==> src/rtl/skset_pkg.sv <==
// shared types and constants for the sorted key set
`default_nettype none
package skset_pkg;

	localparam int unsigned SKSET_CAPACITY = 64;
	localparam int unsigned KEY_W          = 32;

	localparam logic [1:0] CMD_LOOKUP = 2'd0;
	localparam logic [1:0] CMD_INSERT = 2'd1;
	localparam logic [1:0] CMD_DELETE = 2'd2;

	localparam logic signed [KEY_W-1:0] END_MARKER = 32'sh7fff_ffff;

	typedef struct packed {
		logic [1:0]              cmd;
		logic signed [KEY_W-1:0] key;
	} req_t;

	typedef struct packed {
		logic success;
		logic store_full;
	} rsp_t;

	typedef struct packed {
		logic cmp;
		logic ins;
		logic del;
	} cell_ctl_t;

endpackage
`default_nettype wire

==> src/rtl/skset_cell.sv <==
// one storage cell of the ordered key row
`default_nettype none
module skset_cell
	import skset_pkg::*;
(
	input  wire logic                    clk,
	input  wire cell_ctl_t               ctl,
	input  wire logic signed [KEY_W-1:0] search_key,
	input  wire logic                    occ,
	input  wire logic                    left_lt,
	input  wire logic signed [KEY_W-1:0] left_key,
	input  wire logic signed [KEY_W-1:0] right_key,
	output logic                         lt,
	output logic                         eq,
	output logic signed [KEY_W-1:0]      key
);

	logic signed [KEY_W-1:0] key_q;
	logic                    lt_s1;
	logic                    eq_s1;

	always_ff @(posedge clk) begin
		if (ctl.cmp) begin
			lt_s1 <= occ && (key_q < search_key);
			eq_s1 <= occ && (key_q == search_key);
		end
		// cells at or above the slot move; the slot cell takes the new key
		if (ctl.ins && !lt_s1) begin
			if (left_lt) begin
				key_q <= search_key;
			end else begin
				key_q <= left_key;
			end
		end else if (ctl.del && !lt_s1) begin
			key_q <= right_key;
		end
	end

	assign lt  = lt_s1;
	assign eq  = eq_s1;
	assign key = key_q;

endmodule
`default_nettype wire
==> config.mk <==
export PLATFORM = sky130hd
export DESIGN_NAME = skset_cell
export DESIGN_NICKNAME = d
export VERILOG_FILES = /design/src/rtl/skset_pkg.sv /design/src/rtl/skset_cell.sv
export SDC_FILE = /design/constraint.sdc
export NUM_CORES = 1
export LEC_CHECK = 0
export BUFFER_PORTS_ARGS = -buffer_cell sky130_fd_sc_hd__buf_4
export CORE_MARGIN = 2
export CORE_UTILIZATION = 40
export CTS_CLUSTER_DIAMETER = 80
export DETAILED_ROUTE_END_ITERATION = 6
export GPL_ROUTABILITY_DRIVEN = 0
export PLACE_DENSITY = 0.73
export SKIP_LAST_GASP = 1
export SYNTH_ARGS = -nofsm -noshare
export SYNTH_HDL_FRONTEND = slang
export SYNTH_SLANG_ARGS = --single-unit
==> constraint.sdc <==
create_clock -name clk -period 3.76 [get_ports clk]
set_input_delay 0.376 -clock clk [delete_from_list [all_inputs] [get_ports clk]]
set_output_delay 0.376 -clock clk [all_outputs]
set_load 0.02 [all_outputs]
==> summary.txt, run 1 <==
Status
  – Run status: finished, final reports clean

Clock network
  – Postcts setup bufs: 0
  – Resized cells post-CTS: 0
  – CTS buffer count: 5
  – H-tree depth: 2
  – # hold bufs at CTS: 0
  – Maximum clock path buffer count: 2
  – Clk_lat worst skew: 0.29 ns
  – Clk root buf: clkbuf_8
  – Reg clk slew, reported paths: 0.07 ns
  – Clk sinks: 34
  – CTS tree: built

Global routing
  – Met1 Usage GRT: 22.3%
  – Total GRT Usage: 19.6%
  – Grt met3 use: 4.95%
  – Antenna violations before repair: 0
  – GR peak layer: met2
  – Vias in the first global route: 2486
  – First-pass GRT wire length: 11.0 mm
  – Met2 Use GR: 35.9%
  – Grt total ovfl: 0
  – Pin count of the biggest net entering global routing: 65

Setup path
  – CP arrival: 2.11 ns
  – Crit path cell chain: ha_1 -> nand4_1 -> nor4_1 -> nor2_1 -> a21oi_2 -> mux2i_1
  – Critical path buffer and inverter count: 0
  – CP Max Fanout: 2
  – Worst stage delay on the critical path: 0.53 ns
  – CP endpoint kind: register
  – CP Data Required Time: 3.90 ns
  – Worst Setup Start Kind: register
  – Critical path class: register to register
  – CP max stage cell: nor4_1
  – Top Family by Delay on Critical Path: simple AND/OR/NAND/NOR gates

Routing
  – DRC Markers: 0
  – Vias: 2335
  – Detailed-route wire length per cell: 14.2 um
  – Pre-antenna DRT Iters: 4
  – Antenna-violating nets left: 0
  – Number of vias per cell: 4.98
  – Initial DRC Count: 66
  – Total wire length: 6.65 mm

Synthesis
  – Ys Warns: 0
  – Yosys top cell by area: edfxtp_1
  – #FFs+latches synth: 34
  – Register area share after synthesis: 40.4%
  – Avg Cell Area, Syn: 9.66 um2
  – Synthesized Nets: 396
  – Yosys cell types: 24
  – Synth area leaders: edfxtp_1 (40%), ha_1 (16%), mux2i_1 (13%)
  – Synthesized area: 2530 um2
  – Synth Instances: 262
  – Synth top area share: 40.4%

Cells and area
  – Antenna Cells: 0
  – Fillers: 555
  – Core Util, Final: 61.5%
  – Area grow syn2layout: 46.6%
  – Nets: 527
  – Fin cells: 469
  – Area of the multi-input gates: 1350 um2
  – Layout cells sized above 1: 37.6%
  – Seq. cell area: 1020 um2

STA
  – Final Hold Violating Endpoints: 0
  – Slew HR: 30.6%
  – Count of final max-slew check failures: 0
  – Minimum clock period: 1.97 ns
  – RSZ-0062 raised after global routing: false
  – Worst Clk Skew: 0.00468 ns
  – Worst Tran Pin Value: 1.04 ns
  – Final setup viols: 0
  – Max Fclk: 509 MHz
  – Period utilisation layout: 52.3%
  – Setup_tns: 0 ns

Job
  – Max-cap violation count: 0

Floorplan
  – Die Height: 83.5 um
  – Starting Density: 42.0%
  – Row count: 28
  – Die Area: 6980 um2
  – Core footprint: 6030 um2
  – Ports: 136
  – Die Wd: 83.5 um

Place
  – Inst Count DP: 461
  – Port-buffer cells: 135
  – Detailed placement HPWL: 5.28 mm

Hold path
  – HP Class: input port to register

Pwr
  – Cell Pwr Density: 335 nW/um2
  – Leak Pwr: 1.89 nW
  – Worst vdd ir: 0.000226 V
flip-flops by register name, summed over array words and instances (netlist names):
name,cells
eq,1
key,32
lt,1
cells by family after synthesis:
kind of cell	after synthesis	share of synthesized area, %
fa+ha+maj	32	15.8
mux	33	13.1
buf+inv	45	6.82
flops	34	40.4
simple gates	59	10.6
compound gates	59	13.4
metal layers:
metal	vias up	share of wire, %
met2	88	51
met3	9	7.3
met1	1049	40
met5	-	0
li1	1189	-
met4	0	1.3
path summary, 6_finish.rpt:
check,start,to,slack (ns),cells past startpoint
max,key[29],lt,1.79,6
min,ctl[2],lt,0.30,1
min reg2reg,key[1],eq,0.82,3
max reg2reg,key[29],lt,1.79,6
stage by stage:
step / area, um2 / total power, mW / setup slack, ns / hold WS (ns)
floorplan: 2530 / 0.728 / 1.44 / 0.488
global placement: 3600 / 0.912 / 1.70 / 0.596
detailed placement: 3600 / 0.923 / 1.69 / 0.598
CTS: 3710 / 1.26 / 1.78 / 0.296
global route: 3710 / 1.32 / 1.60 / 0.286
finish: 3710 / 1.24 / 1.79 / 0.303
final cells by class:
class	count	share of cell area, %
Multi-Input combinational cell	183	36.3
Sequential cell	34	27.5
Timing Repair Buffer	135	27.3
Inverter	34	3.44
Tap cell	75	2.53
Clock buffer	7	2.06
Clock inverter	1	0.810
report_power, final:
group	switching [mW]	internal [mW]	total [mW]
Combinational	0.213	0.200	0.413
Clock	0.132	0.198	0.330
Sequential	0.0243	0.475	0.499
Total	0.370	0.873	1.24
layout by cell type (no fill, tap or decap), drive strengths merged, types with 2 or more instances in the layout:
cell	instances
clkbuf	7
mux2i	33
ha	32
nor4	2
buf	135
edfxtp	34
o21a	2
nor2	4
nand2	40
nand3	3
nand2b	2
nand4	6
a21o	2
o21ai	37
a21oi	16
inv	34
cell usage after synthesis:
cell type and count:
edfxtp_1 34, buf_2 3, mux2i_1 33, o21a_1 2
nand2_1 40, o21ai_0 30, nor3_1 1, nor4_1 1
nand3b_1 1, nand4_2 1, a21oi_1 14, a22oi_1 1
o21ai_1 7, nor4_2 1, inv_1 34, a21oi_2 2
nor2_1 4, clkbuf_1 8, nand2b_1 2, nand3_1 3
nand4_1 5, ha_1 32, a2111oi_4 1, a21o_1 2
Note: power is estimated with default switching activity, not from simulation.
==> run 2: changes to the inputs <==
Settings changed: ABC_AREA set to 1, PLACE_DENSITY 0.73 to 0.72.
Clock period 3.76 ns to 1.85 ns, I/O delays scaled along.
==> run 2 against run 1 <==
Against the previous run:
- synthesized cell count is 23% higher
- sequential share of layout area decreased by 0.85 points
- via count rose by 12%
- synthesized area increased by 3.3%
- first-iteration DRC count rose by 55%
- sequential cell count is the same
- clock skew hardly changed
- total power up 97%
- setup slack worse by 1.6 ns
- sequential power up 100%
- critical endpoint unchanged
- non-clock buffer count grew 4
==> summary.txt, run 2 <==
Clock network
  – Reg clk slew, reported paths: 0.07 ns
  – Maximum clock path buffer count: 2
  – CTS buffer count: 5
  – Clk root buf: clkbuf_8
  – # hold bufs at CTS: 0
  – Clk sinks: 34
  – Clk_lat worst skew: 0.28 ns
  – CTS tree: built
  – H-tree depth: 2

Setup path
  – Critical path class: register to register
  – CP Data Required Time: 1.89 ns
  – Crit path cell chain: ha_4 -> nand2_1 -> nor2_2 -> nand2_2 -> nor4_4 -> nand2_1 -> a21oi_1 -> nor2_1
  – CP max stage cell: edfxtp_1
  – Worst R2R End: lt
  – Register-to-Register Setup Slack: 0.16 ns
  – FF-to-FF Start: key[29]
  – CP Max Fanout: 2
  – Worst stage delay on the critical path: 0.43 ns
  – Number of cells on the worst reg-to-reg path: 8
  – CP endpoint kind: register
  – Worst Setup Start Kind: register
  – Most common cell on crit path: nand2_1
  – CP arrival: 1.74 ns

Floorplan
  – Die Height: 84.8 um
  – Die Wd: 84.8 um
  – Starting Density: 41.1%
  – Die Area: 7190 um2
  – Core footprint: 6350 um2
  – Row count: 29
  – Ports: 136

Cells and area
  – Most common cell after layout, fill and taps aside: buf_4
  – Final instance area: 3830 um2
  – Nets: 590
  – Layout cells sized above 1: 35.9%
  – Core Util, Final: 60.3%
  – Max FFs per register: 32
  – Commonest non-fill, non-tap cells in the layout: buf_4 (137), nand2_1 (93), nor2_1 (40)
  – Antenna Cells: 0
  – Area grow syn2layout: 46.5%
  – Fin cells: 534

Routing
  – Initial DRC Count: 102
  – Total wire length: 6.89 mm
  – DRC Markers: 0
  – Met3 routed WL: 418 um
  – Number of vias per cell: 4.89
  – Vias: 2612
  – Met2 wire length: 3.42 mm
  – WL met1: 2.97 mm
  – Detailed-route wire length per cell: 12.9 um
  – Antenna-violating nets left: 0
  – DR top layer: met4
  – Pre-antenna DRT Iters: 4

Pwr
  – Cell Pwr Density: 641 nW/um2
  – Leak Pwr: 1.93 nW
  – Total power: 2.45 mW
  – Worst vdd ir: 0.000417 V

STA
  – Minimum clock period: 1.69 ns
  – Period utilisation layout: 91.6%
  – Final setup viols: 0
  – Worst Clk Skew: 0.00447 ns
  – RSZ-0062 raised after global routing: false
  – Max Fclk: 590 MHz
  – Final Hold Violating Endpoints: 0
  – Setup_tns: 0 ns
  – Slew HR: 60.4%
  – Worst Tran Pin Value: 0.594 ns
  – Count of final max-slew check failures: 0

Synthesis
  – Most frequent cells after synthesis: nand2_1 (93), nor2_1 (41), inv_1 (38)
  – #FFs+latches synth: 34
  – Synthesized Nets: 457
  – Avg Cell Area, Syn: 8.09 um2
  – Yosys cell types: 27
  – Yosys top cell by area: edfxtp_1
  – Ys async rst share: 0%
  – Count leader, synth: nand2_1
  – Ys Warns: 0
  – Post-synth EDFFs: 34
  – Dominant synthesized flop cell: edfxtp_1
  – Register area share after synthesis: 39.1%
  – Synthesized area: 2610 um2
  – Synth top area share: 39.1%
  – Synth area leaders: edfxtp_1 (39%), ha_1 (15%), nand2_1 (13%)
  – Synth Instances: 323

Place
  – Port-buffer cells: 135
  – Detailed placement HPWL: 5.23 mm
  – Inst Count DP: 524
  – Post-Place Cell Area: 3710 um2

Global routing
  – Total GRT Usage: 19.0%
  – Grt total ovfl: 0
  – First-pass GRT wire length: 11.2 mm
  – Antenna violations before repair: 0
  – Vias in the first global route: 2510
  – Pin count of the biggest net entering global routing: 65

Job
  – Max-cap violation count: 0

Hold path
  – Min-delay src: ctl[2]
  – Hold EP: lt
  – HP Class: input port to register
  – Hold path cells: 1

Status
  – Run status: finished, final reports clean
run 2: changes by cell type after synthesis, sizes merged, moves of 2 or more:
| cell | delta |
|---|---|
| a31oi | +32 |
| buf | +8 |
| clkbuf | -6 |
| inv | +8 |
| mux2i | -33 |
| nand2 | +58 |
| nand2b | -2 |
| nand4 | -4 |
| nor2 | +39 |
| o21ai | -35 |
run 2: worst max path at each step:
stage	start	to	slack, ns	depth (start not counted)
floorplan	lt	key[0]	0.01	1
global placement	key[31]	lt	0.19	8
detailed placement	key[31]	lt	0.11	8
CTS	key[31]	lt	0.1	8
global route	key[31]	lt	0.01	8
finish	key[29]	lt	0.16	8
run 2: critical path: cells and delay by family (launching register included):
kind	cells	cell delay [ns]
flops	1	0.43
simple gates	6	0.60
fa+ha+maj	1	0.29
compound gates	1	0.13
run 2: per-layer routing:
layer	GRT usage [%]	up-vias
met5	0	-
met4	5.34	0
met3	3.79	6
met2	32.6	80
met1	24.5	1180
li1	-	1346
run 2: power breakdown:
group / switching (mW) / internal, mW
logic: 0.484 / 0.435
registers: 0.0494 / 0.963
clock network: 0.270 / 0.251
run 2: metrics by stage:
step / setup WS (ns) / hold WS [ns]
6_report: 0.156 / 0.111
5_1_grt: 0.00996 / 0.102
4_1_cts: 0.0959 / 0.102
3_5_place_dp: 0.110 / 0.401
3_3_place_gp: 0.193 / 0.396
2_1_floorplan: 0.0131 / 0.297
run 2: kinds of logic after synthesis:
kind of cell / Yosys count / share of synthesized area [%]
AO/OA/AOI/OAI: 52 / 12.4
adder cells (fa/ha/maj): 32 / 15.3
AND/OR/NAND/NOR: 150 / 24.8
flip-flops: 34 / 39.1
buffers and inverters: 55 / 8.43
run 2: repair_timing:
action	4_1_cts	5_1_grt
setup endpoints to repair	0	1
setup buffers	0	2
resized for setup	0	2
hold endpoints to repair	0	0
run 2: final cells by class:
| type | count | area [um2] |
|---|---|---|
| fillers | 576 | 2520 |
| multi-input cells | 234 | 1400 |
| repair buffers | 139 | 1070 |
| flip-flops and latches | 34 | 1020 |
| inverters | 42 | 158 |
| well taps | 77 | 96.3 |
| clock buffers | 5 | 68.8 |
| clock inverters | 3 | 11.3 |
